File: src/hdl/mppc_pkg.sv
`timescale 1ns / 1ps
// ---------------------------------------------------------------------------
// mppc_pkg
// Shared types, register indexes and reset values of the position controller.
// ---------------------------------------------------------------------------
package mppc_pkg;

  // Register map
  localparam int CFG_ADDR_W = 3;
  localparam int CFG_DATA_W = 32;

  typedef enum logic [CFG_ADDR_W-1:0] {
    REG_MAX_DUTY    = 3'd0,
    REG_UPPER_LIMIT = 3'd1,
    REG_LOWER_LIMIT = 3'd2,
    REG_GAIN        = 3'd3,
    REG_RUN_ENABLE  = 3'd4,
    REG_MODE        = 3'd5,
    REG_MANUAL_DUTY = 3'd6
  } reg_idx_t;

  // Mode codes
  localparam logic MODE_MANUAL   = 1'b0;
  localparam logic MODE_POSITION = 1'b1;

  // Direction codes
  localparam logic DIR_FWD = 1'b0;
  localparam logic DIR_BWD = 1'b1;

  // Reset values
  localparam logic        [15:0] MAX_DUTY_RST    = 16'd255;
  localparam logic signed [31:0] UPPER_LIMIT_RST = 32'sd20000;
  localparam logic signed [31:0] LOWER_LIMIT_RST = -32'sd20000;
  localparam logic signed [31:0] GAIN_RST        = 32'sd0;
  localparam logic signed [17:0] MANUAL_DUTY_RST = 18'sd0;

  // Stream widths
  localparam int IN_TDATA_W  = 80;
  localparam int OUT_TDATA_W = 72;

  typedef struct packed {
    logic        [15:0] max_duty;
    logic signed [31:0] upper_limit;
    logic signed [31:0] lower_limit;
    logic signed [31:0] gain;
    logic               run_enable;
    logic               mode;
    logic signed [17:0] manual_duty;
  } cfg_t;

endpackage

File: src/hdl/mppc_cfg_regs.sv
`timescale 1ns / 1ps
// ---------------------------------------------------------------------------
// mppc_cfg_regs
// Write-only configuration register file; unknown indexes are dropped.
// ---------------------------------------------------------------------------
module mppc_cfg_regs
  import mppc_pkg::*;
(
  input  logic                  clk,
  input  logic                  rst_n,
  input  logic                  cfg_we,
  input  logic [CFG_ADDR_W-1:0] cfg_addr,
  input  logic [CFG_DATA_W-1:0] cfg_wdata,
  output cfg_t                  cfg
);

  cfg_t cfg_r;
  cfg_t cfg_nxt;

  always_comb begin
    cfg_nxt = cfg_r;
    if (cfg_we) begin
      unique case (reg_idx_t'(cfg_addr))
        REG_MAX_DUTY:    cfg_nxt.max_duty    = cfg_wdata[15:0];
        REG_UPPER_LIMIT: cfg_nxt.upper_limit = $signed(cfg_wdata[31:0]);
        REG_LOWER_LIMIT: cfg_nxt.lower_limit = $signed(cfg_wdata[31:0]);
        REG_GAIN:        cfg_nxt.gain        = $signed(cfg_wdata[31:0]);
        REG_RUN_ENABLE:  cfg_nxt.run_enable  = cfg_wdata[0];
        REG_MODE:        cfg_nxt.mode        = cfg_wdata[0];
        REG_MANUAL_DUTY: cfg_nxt.manual_duty = $signed(cfg_wdata[17:0]);
        default:         cfg_nxt = cfg_r;
      endcase
    end
  end

  always_ff @(posedge clk) begin
    if (!rst_n) begin
      cfg_r.max_duty    <= MAX_DUTY_RST;
      cfg_r.upper_limit <= UPPER_LIMIT_RST;
      cfg_r.lower_limit <= LOWER_LIMIT_RST;
      cfg_r.gain        <= GAIN_RST;
      cfg_r.run_enable  <= 1'b0;
      cfg_r.mode        <= MODE_MANUAL;
      cfg_r.manual_duty <= MANUAL_DUTY_RST;
    end else begin
      cfg_r <= cfg_nxt;
    end
  end

  assign cfg = cfg_r;

endmodule

File: src/hdl/motor_position_p_controller.sv
`timescale 1ns / 1ps
// ---------------------------------------------------------------------------
// motor_position_p_controller
// Proportional position loop with PWM duty / direction, six-stage pipeline.
// ---------------------------------------------------------------------------
//
//  channel  | ports                         | payload (lsb first)
//  ---------+-------------------------------+-------------------------------
//  input    | in_tvalid/in_tready/in_tdata  | encoder_delta, encoder_position,
//           |                               | setpoint
//  result   | out_tvalid/out_tready/out_tdata | drive_duty, drive_dir,
//           |                               | speed_counts, position_now, pad
//  config   | cfg_we/cfg_addr/cfg_wdata     | register write, no read-back
//
//  Result passes through six register stages from the input accept edge;
//  one item per cycle while out_tready is high.
//  Depth is set by the 32x32 gain multiply and the 16x16 duty scale, each
//  given a stage of its own, plus limit-compare, clamp-and-subtract, abs and mode-select stages.
//  Each stage stalls only when it is full and the one after it is blocked,
//  so bubbles close up and input keeps flowing while a result waits.
//  rst_n (synchronous) empties the pipe and loads register defaults.
// ---------------------------------------------------------------------------
module motor_position_p_controller
  import mppc_pkg::*;
(
  input  logic                   clk,
  input  logic                   rst_n,
  // in_tdata: encoder_delta[15:0], encoder_position[47:16], setpoint[79:48]
  input  logic                   in_tvalid,
  output logic                   in_tready,
  input  logic [IN_TDATA_W-1:0]  in_tdata,
  // out_tdata: drive_duty[15:0], drive_dir[16], speed_counts[32:17],
  //            position_now[64:33], zero pad [71:65]
  output logic                   out_tvalid,
  input  logic                   out_tready,
  output logic [OUT_TDATA_W-1:0] out_tdata,
  input  logic                   cfg_we,
  input  logic [CFG_ADDR_W-1:0]  cfg_addr,
  input  logic [CFG_DATA_W-1:0]  cfg_wdata
);

  cfg_t cfg;

  mppc_cfg_regs u_cfg (
    .clk       (clk),
    .rst_n     (rst_n),
    .cfg_we    (cfg_we),
    .cfg_addr  (cfg_addr),
    .cfg_wdata (cfg_wdata),
    .cfg       (cfg)
  );

  // ---------------- valid / ready chain ----------------
  logic v1_r, v2_r, v3_r, v4_r, v5_r, v6_r;
  logic rdy1, rdy2, rdy3, rdy4, rdy5, rdy6;

  assign rdy6 = !v6_r || out_tready;
  assign rdy5 = !v5_r || rdy6;
  assign rdy4 = !v4_r || rdy5;
  assign rdy3 = !v3_r || rdy4;
  assign rdy2 = !v2_r || rdy3;
  assign rdy1 = !v1_r || rdy2;
  assign in_tready = rdy1;

  always_ff @(posedge clk) begin
    if (!rst_n) begin
      v1_r <= 1'b0;
      v2_r <= 1'b0;
      v3_r <= 1'b0;
      v4_r <= 1'b0;
      v5_r <= 1'b0;
      v6_r <= 1'b0;
    end else begin
      if (rdy1) v1_r <= in_tvalid;
      if (rdy2) v2_r <= v1_r;
      if (rdy3) v3_r <= v2_r;
      if (rdy4) v4_r <= v3_r;
      if (rdy5) v5_r <= v4_r;
      if (rdy6) v6_r <= v5_r;
    end
  end

  // ---------------- stage 1: limit compares ----------------
  logic signed [31:0] in_pos, in_tgt;
  logic signed [31:0] s1_pos_r, s1_tgt_r;
  logic        [15:0] s1_dlt_r;
  logic               s1_gt_r, s1_lt_r;

  assign in_pos = $signed(in_tdata[47:16]);
  assign in_tgt = $signed(in_tdata[79:48]);

  always_ff @(posedge clk) begin
    if (rdy1) begin
      s1_dlt_r <= in_tdata[15:0];
      s1_pos_r <= in_pos;
      s1_tgt_r <= in_tgt;
      s1_gt_r  <= in_tgt > cfg.upper_limit;
      s1_lt_r  <= in_tgt < cfg.lower_limit;
    end
  end

  // ---------------- stage 2: clamp and error ----------------
  // upper test wins when the limits are crossed
  logic signed [31:0] tgt_clamped;
  logic signed [32:0] s2_err_nxt, s2_err_r;
  logic signed [31:0] s2_pos_r;
  logic        [15:0] s2_dlt_r;

  always_comb begin
    priority if (s1_gt_r) begin
      tgt_clamped = cfg.upper_limit;
    end else if (s1_lt_r) begin
      tgt_clamped = cfg.lower_limit;
    end else begin
      tgt_clamped = s1_tgt_r;
    end
    s2_err_nxt = {tgt_clamped[31], tgt_clamped} - {s1_pos_r[31], s1_pos_r};
  end

  always_ff @(posedge clk) begin
    if (rdy2) begin
      s2_err_r <= s2_err_nxt;
      s2_pos_r <= s1_pos_r;
      s2_dlt_r <= s1_dlt_r;
    end
  end

  // ---------------- stage 3: magnitudes and sign ----------------
  logic [32:0] err_abs;
  logic [31:0] gain_mag;
  logic [31:0] s3_emag_r;
  logic        s3_neg_r;
  logic signed [31:0] s3_pos_r;
  logic        [15:0] s3_dlt_r;

  assign err_abs  = s2_err_r[32] ? (33'd0 - s2_err_r) : s2_err_r;
  assign gain_mag = cfg.gain[31] ? (32'd0 - cfg.gain) : cfg.gain;

  always_ff @(posedge clk) begin
    if (rdy3) begin
      s3_emag_r <= err_abs[31:0];   // |err| < 2^32
      s3_neg_r  <= (cfg.gain[31] ^ s2_err_r[32]) && (|cfg.gain) && (|s2_err_r);
      s3_pos_r  <= s2_pos_r;
      s3_dlt_r  <= s2_dlt_r;
    end
  end

  // ---------------- stage 4: gain multiply ----------------
  logic [63:0] s4_prod_r;
  logic        s4_neg_r;
  logic signed [31:0] s4_pos_r;
  logic        [15:0] s4_dlt_r;

  always_ff @(posedge clk) begin
    if (rdy4) begin
      s4_prod_r <= 64'(s3_emag_r) * 64'(gain_mag);
      s4_neg_r  <= s3_neg_r;
      s4_pos_r  <= s3_pos_r;
      s4_dlt_r  <= s3_dlt_r;
    end
  end

  // ---------------- stage 5: saturate, mode select ----------------
  // manual fraction: |m| saturated at 1.0 (Q1.16)
  logic [17:0] man_abs;
  logic        sel_sat, sel_neg;
  logic [15:0] sel_frac;
  logic        s5_sat_r, s5_neg_r;
  logic [15:0] s5_frac_r;
  logic signed [31:0] s5_pos_r;
  logic        [15:0] s5_dlt_r;

  assign man_abs = cfg.manual_duty[17] ? (18'd0 - cfg.manual_duty) : cfg.manual_duty;

  always_comb begin
    unique case (cfg.mode)
      MODE_MANUAL: begin
        sel_sat  = |man_abs[17:16];
        sel_frac = man_abs[15:0];
        sel_neg  = cfg.manual_duty[17];
      end
      MODE_POSITION: begin
        sel_sat  = |s4_prod_r[63:16];
        sel_frac = s4_prod_r[15:0];
        sel_neg  = s4_neg_r;
      end
      default: begin
        sel_sat  = 1'b0;
        sel_frac = 16'd0;
        sel_neg  = DIR_FWD;
      end
    endcase
  end

  always_ff @(posedge clk) begin
    if (rdy5) begin
      s5_sat_r  <= sel_sat;
      s5_frac_r <= sel_frac;
      s5_neg_r  <= sel_neg;
      s5_pos_r  <= s4_pos_r;
      s5_dlt_r  <= s4_dlt_r;
    end
  end

  // ---------------- stage 6: duty scale, output register ----------------
  logic [31:0] scale_prod;
  logic [15:0] duty_nxt;
  logic        dir_nxt;
  logic [15:0] s6_duty_r;
  logic        s6_dir_r;
  logic signed [31:0] s6_pos_r;
  logic        [15:0] s6_dlt_r;

  assign scale_prod = 32'(s5_frac_r) * 32'(cfg.max_duty);

  always_comb begin
    if (!cfg.run_enable) begin
      duty_nxt = 16'd0;
      dir_nxt  = DIR_FWD;
    end else begin
      duty_nxt = s5_sat_r ? cfg.max_duty : scale_prod[31:16];
      dir_nxt  = s5_neg_r ? DIR_BWD : DIR_FWD;
    end
  end

  always_ff @(posedge clk) begin
    if (rdy6) begin
      s6_duty_r <= duty_nxt;
      s6_dir_r  <= dir_nxt;
      s6_pos_r  <= s5_pos_r;
      s6_dlt_r  <= s5_dlt_r;
    end
  end

  assign out_tvalid = v6_r;
  assign out_tdata  = {7'd0, s6_pos_r, s6_dlt_r, s6_dir_r, s6_duty_r};

endmodule

File: config.mk
export PLATFORM = sky130hd
export DESIGN_NAME = motor_position_p_controller
export DESIGN_NICKNAME = d
export VERILOG_FILES = /design/src/hdl/mppc_pkg.sv /design/src/hdl/mppc_cfg_regs.sv /design/src/hdl/motor_position_p_controller.sv
export SDC_FILE = /design/constraint.sdc
export NUM_CORES = 2
export LEC_CHECK = 0
export BUFFER_PORTS_ARGS = -buffer_cell sky130_fd_sc_hd__buf_2
export CAP_MARGIN = 20
export CORE_ASPECT_RATIO = 0.5
export CORE_MARGIN = 10
export CORE_UTILIZATION = 46
export CTS_CLUSTER_DIAMETER = 30
export DETAILED_ROUTE_END_ITERATION = 10
export PLACE_DENSITY = 0.61
export SLEW_MARGIN = 20
export SYNTH_ARGS = -nofsm -noshare
export SYNTH_HDL_FRONTEND = slang
export SYNTH_SLANG_ARGS = --single-unit
File: constraint.sdc
create_clock -name clk -period 10 [get_ports clk]
set_input_delay 2 -clock clk [delete_from_list [all_inputs] [get_ports clk]]
set_output_delay 2 -clock clk [all_outputs]
set_load 0.005 [all_outputs]
After elaboration in Yosys (flattened, before gate mapping)
Cells that the tools add are included.
Storage, ports and cells
  register bits: 626
  input bits: 120
Cells by class
  $add $sub $neg: 4
  multiply operators: 2
  magnitude comparators: 2
  equal/unequal tests: 6
  mux-type cells: 10
  bitwise gates (word level): 2
  reductions and logical operators: 26
Operators by type and width (number)
  32-bit 2-to-1 mux: 4
  32-bit by 32-bit multiplier with 64-bit output: 1
  1-bit by 32-bit subtractor with 32-bit output (first input constant): 2
  48-bit OR reduction: 1
  33-bit OR reduction: 1
  32-bit by 32-bit subtractor with 33-bit output: 1
  32-bit greater-than comparator: 1
  32-bit less-than comparator: 1
  16-bit by 16-bit multiplier with 32-bit output: 1
  16-bit one-hot mux with 2 select lines: 1
  32-bit OR reduction: 1
  18-bit 2-to-1 mux: 1
  1-bit by 18-bit subtractor with 18-bit output (first input constant): 1
  16-bit 2-to-1 mux: 1
  2-bit AND reduction: 7
  3-bit == test (second input constant): 3
  3-bit by 2-bit == test with 1-bit output (second input constant): 2
  1-bit logical NOT: 6
  1-bit logical OR: 6
  1-bit one-hot mux with 2 select lines: 2
  3-bit by 1-bit == test with 1-bit output (second input constant): 1
  3-bit logical NOT: 1
  1-bit logical AND: 2
  2-bit OR reduction: 1
  3 further kinds: 3

Depth between registers and ports, before layout
  word-level depth: 7
  gate-level depth with buffers: 37
  mapped depth without buffers: 35

Modules after synthesis
Synthesis repeated with hierarchy kept, for this count alone.
Unflattened totals
  cell total of the unflattened synthesis: 6603
  area total of the unflattened synthesis: 67247.0 sq um
By module, submodules not included
  motor_position_p_controller: instances 1, cells an instance 6097, area an instance 62098.3 sq um
  mppc_cfg_regs: instances 1, cells an instance 506, area an instance 5148.7 sq um

Worst setup path after synthesis
No wires, ideal clock.
  path kind: register -> register
  from: register u_cfg.cfg_r, in the netlist u_cfg.cfg[22]
  to: register s4_prod_r[63] (data pin)
  setup time: 0.262 ns
  data arrival time: 9.504 ns
  setup slack: 0.234 ns
  cell stages (with the launch flop): 33
  path buffers: 1
  period minus slack after synthesis: 9.766 ns
  path through: dfxtp_1 -> nor3_2 -> nand3_1 -> or3_1 -> or4_1 -> or3_1 -> nand2b_4 -> or3_4 -> o21ai_0 -> xnor2_1 -> clkbuf_1 -> nand2_1 -> fa_1 -> inv_1 -> fa_1 -> fa_1 -> fa_1 -> fa_1 -> fa_1 -> fa_1 -> inv_1 -> fa_1 -> inv_1 -> ha_1 -> nand2_1 -> or3_1 -> or3_1 -> or3_1 -> o21ba_2 -> o41ai_1 -> a21oi_1 -> o31ai_1 -> xnor2_1
On the way
  longest elaborated chain between the ends: 3
Ends and longest elaborated chain
  start, declared: line mppc_cfg_regs.sv:17  | cfg_t cfg_r;
  start signal, assigned: line mppc_cfg_regs.sv:46  | cfg_r <= cfg_nxt;
  1-bit by 32-bit subtractor with 32-bit output: line motor_position_p_controller.sv:137  | assign gain_mag = cfg.gain[31] ? (32'd0 - cfg.gain) : cfg.gain;
  32-bit 2-to-1 mux (*): line motor_position_p_controller.sv:137
  32-bit by 32-bit multiplier with 64-bit output (*): line motor_position_p_controller.sv:156  | s4_prod_r <= 64'(s3_emag_r) * 64'(gain_mag);
  end signal, assigned: line motor_position_p_controller.sv:156
  end, declared: line motor_position_p_controller.sv:149  | logic [63:0] s4_prod_r;
Mark *: on every way between the ends. The rest lies on a longest branch, timed or not.
A chain may end at the register's enable or synchronous reset.

Worst setup path after layout
  from: register u_cfg.cfg_r, in the netlist u_cfg.cfg[24]
  to: register s4_prod_r[59] (data pin)
Same word-level chain as after synthesis.

==> reports/results.ini <==
[critical_path]
r2r_cells=32
critical-path-max-stage-delay_ns=0.60
crit_type=flip-flop to flip-flop
regToRegStartpoint=u_cfg.cfg[24]
crit_end=s4_prod_r[59]
worst-path-max-fanout=6
r2r_setup_slack_ns=-0.003
setup.worst_path.end_class=flip-flop
r2r_endpoint=s4_prod_r[59]
worst_setup_sp=u_cfg.cfg[24]
start_kind=flip-flop
worst-endpoint-arrival_ns=10.40
timing.critical_path.required_ns=10.39
critical-path-slowest-cell=sky130_fd_sc_hd__fa_1
critPathMostFrequentCell=sky130_fd_sc_hd__fa_1

[detailed_routing]
routed_wirelength_um=173400
first_iter_violations=2972
drt_drc_violations_left=0
routedWlPerCell_um=19.61
highest_layer=met4
dr_pass1_iterations=5
route.met3.wl_um=9619
ant_nets=0
total_vias_in_the_final_route=45896
met2_wirelength_um=83800
via_per_inst=5.191
met1_wire_length_um=74520

[grt]
gr-usage-all-layers=0.2167
global_route_wire_length_before_repair_um=276600
grt_start_max_net_pins=112
vias_in_the_first_global_route=48412
grt_antenna_before_repair=3
grt_overflow_total=0

[sta]
setup_viol=1
final.period_utilization=1.000
post-route-min-period_ns=10.00
maxClockFrequency_mhz=99.97
timing.final.max_slew_violations=0
finalHoldViolCount=0
final.setup_skew_ns=0.06847
setup_repair_after_global_routing_missed_its_margin=yes
whs_ns=0.3894
setup_ws_ns=-0.002755
tightestPinTransition_ns=1.219
max-slew-margin-rel=0.1873

[power]
leakage_nw=35.50
pwr_density_cell_nw_per_um2=160.7
switchingPower_mw=4.702
combPwrFrac=0.389
report.power.total_mw=12.07
power.switching_fraction=0.3896
power.clock.fraction=0.299
vdd_drop_max_mv=0.1561
internal-power_mw=7.365
seqPwrFrac=0.312

[clock_tree]
postCtsHoldBufs=0
cts_sinks=626
path_clk_slew_ns=0.06
tritoncts.num_buffers=92
insertion_delay_to_the_later_sink_of_the_worst_skew_pair_ns=0.72
clk_root_buffer_cell=sky130_fd_sc_hd__clkbuf_16
tritoncts=yes
cts_max_level=3
max-clock-path-buffers=3

[placed_design]
gp_routability_congestion=0.8709
postPlaceCellArea_um2=70620
place_inst=8640
dp.final_hpwl_um=134500
numPortBuffers=186

[die]
num_rows=98
fp.coreArea_um2=143600
initial_utilization=0.4656
dieArea_um2=161900
ioPinCount=194
dieHeight_um=289.6
chipWidth_um=559.1

[flow_run]
max-cap-violations=0

[worst_hold_path]
hold_path.startpoint=s2_pos_r[21]
hp-class=flip-flop to flip-flop
hold-path-cell-count=0

[logic_synthesis]
synthFlopType=sky130_fd_sc_hd__edfxtp_1
syn-mean-instance-area_um2=10.05
syn-instance-count=6652
syn-cell-area_um2=66850
yosysWarnings=0
ys_seq_area_frac=0.2605
synthArstFlopShare=0
synthDistinctLibCells=71
synthesized_flop_and_latch_total=626
synth_edf_count=488

[finish]
area_growth_pct=12.31
drive_above_1_share=0.1010
final-instance-count-excl-fill=8842
final_net_count=8481
stdcell_area_um2=75090
post-route-util=0.5229

[outcome]
outcome=complete, but fails checks
violations_in_the_final_reports=setup timing

[per-stage QoR]
stage                TNS [ns]  setup WS (ns)
floorplan                   0         0.2345
global placement     -0.05559       -0.05559
detailed placement    -0.3432        -0.2090
CTS                         0       0.006271
global route           -1.389        -0.2530
finish              -0.002755      -0.002755
[Yosys cell counts (all sizes together) (12+ instances only)]
cell,number,share of area
a211oi,16,0.0018
a21boi,99,0.011
a21o,76,0.0085
a21oi,125,0.0094
and2,538,0.050
and3,13,0.0012
buf,18,0.0016
clkbuf,313,0.018
dfxtp,138,0.041
edfxtp,488,0.22
fa,1090,0.33
ha,462,0.086
inv,1279,0.072
mux2i,40,0.0060
nand2,1104,0.062
nand2b,29,0.0028
nand3,46,0.0034
nand4,33,0.0031
nor2,83,0.0047
nor2b,61,0.0057
nor3,21,0.0017
nor4,14,0.0013
o211ai,32,0.0036
o21a,26,0.0029
o21ai,149,0.011
o21bai,16,0.0018
o31ai,24,0.0028
o41ai,12,0.0019
or3,21,0.0020
or4,16,0.0018
xnor2,120,0.016
xor2,57,0.0075
[cell usage in the layout (no fill, tap or decap), drive strengths merged, types with 8 or more instances in the layout]
master / n
clkbuf: 107
nor4: 14
nand2b: 29
buf: 387
nor2: 83
clkinv: 28
o21a: 26
xnor2: 120
a21o: 76
bufinv: 21
nand3: 46
o211ai: 32
edfxtp: 488
and3: 13
nand2: 1104
nor3: 21
o21bai: 16
inv: 1290
a21boi: 99
ha: 462
dfxtp: 138
clkinvlp: 8
and2: 538
a211oi: 16
mux2i: 40
nand4: 33
a21oi: 125
nor2b: 61
or2: 10
or3: 21
o21ai: 149
fa: 1090
o31ai: 24
o41ai: 12
a31oi: 9
xor2: 57
or4: 16
[repair_timing]
item                                    in CTS  in global routing
gates resized for setup                      8                136
buffers inserted                             0                 22
pin swaps                                    1                 55
endpoints found under the setup margin       9                 22
gates cloned                                 0                  1
[registers in the layout, indices dropped and copies added, names as in the netlist, 16 cells and up]
name	flops
s1_dlt_r	16
s6_pos_r	32
s1_pos_r	32
s5_dlt_r	16
s3_pos_r	32
s4_prod_r	64
s2_pos_r	32
s2_dlt_r	16
s3_dlt_r	16
s1_tgt_r	32
s4_pos_r	32
s4_dlt_r	16
s5_frac_r	16
s2_err_r	33
s3_emag_r	32
s6_duty_r	16
s6_dlt_r	16
s5_pos_r	32
u_cfg.cfg	132
[worst min-delay path by stage]
stage / end / slack [ns]
after floorplan: s2_dlt_r[0] / 0.40
after global placement: s5_pos_r[16] / 0.40
after detailed placement: s2_dlt_r[11] / 0.40
after CTS: s3_pos_r[21] / 0.39
after global routing: s3_pos_r[21] / 0.39
final: s3_pos_r[21] / 0.39
[power by group through the flow]
stage / Sequential (mW) / Clock, mW / Combinational [mW]
floorplan: 3.37 / 0 / 2.90
detailed placement: 3.80 / 0 / 4.35
global route: 3.79 / 3.80 / 5.21
finish: 3.77 / 3.61 / 4.69
CTS: 3.75 / 3.68 / 4.39
global placement: 3.81 / 0 / 4.31
[worst max-delay path: cells and delay by family, from the launching register on]
kind / cells / cell delay (ns)
adders and majority gates: 9 / 4.32
and+or+nand+nor: 12 / 3.34
AOI/OAI and AO/OA: 5 / 1.14
DFF: 1 / 0.32
xor gates and xnor gates: 2 / 0.32
buffers and inverters: 4 / 0.30
[per-layer routing]
layer  GRT usage  vias up
met5           0        -
met1      0.2860    23587
met2      0.3728     1102
met4     0.06358        0
met3     0.03281      275
li1            -    20932
[kinds of logic (layout without fill, tap and decap cells)]
logic type               after synthesis  count (layout)  share of synthesized area
AO/OA/AOI/OAI                        633             633                    0.06229
XOR/XNOR                             177             177                    0.02319
adder cells (fa/ha/maj)             1552            1552                     0.4129
buffers and inverters               1610            1841                    0.09094
flip-flops                           626             626                     0.2605
multiplexers                          41              41                   0.006157
other                                  1              10                 0.00005609
AND/OR/NAND/NOR                     2012            2012                     0.1440
[final cells by class]
type | instances | area, µm²
Fill cell | 12971 | 68500
Multi-Input combinational cell | 4422 | 44290
Sequential cell | 626 | 17420
Inverter | 1279 | 4806
Timing Repair Buffer | 388 | 2636
Tap cell | 1950 | 2440
Clock buffer | 106 | 2375
Clock inverter | 68 | 1114
Antenna cell | 3 | 7.507
(Power assumes the default switching activity.)
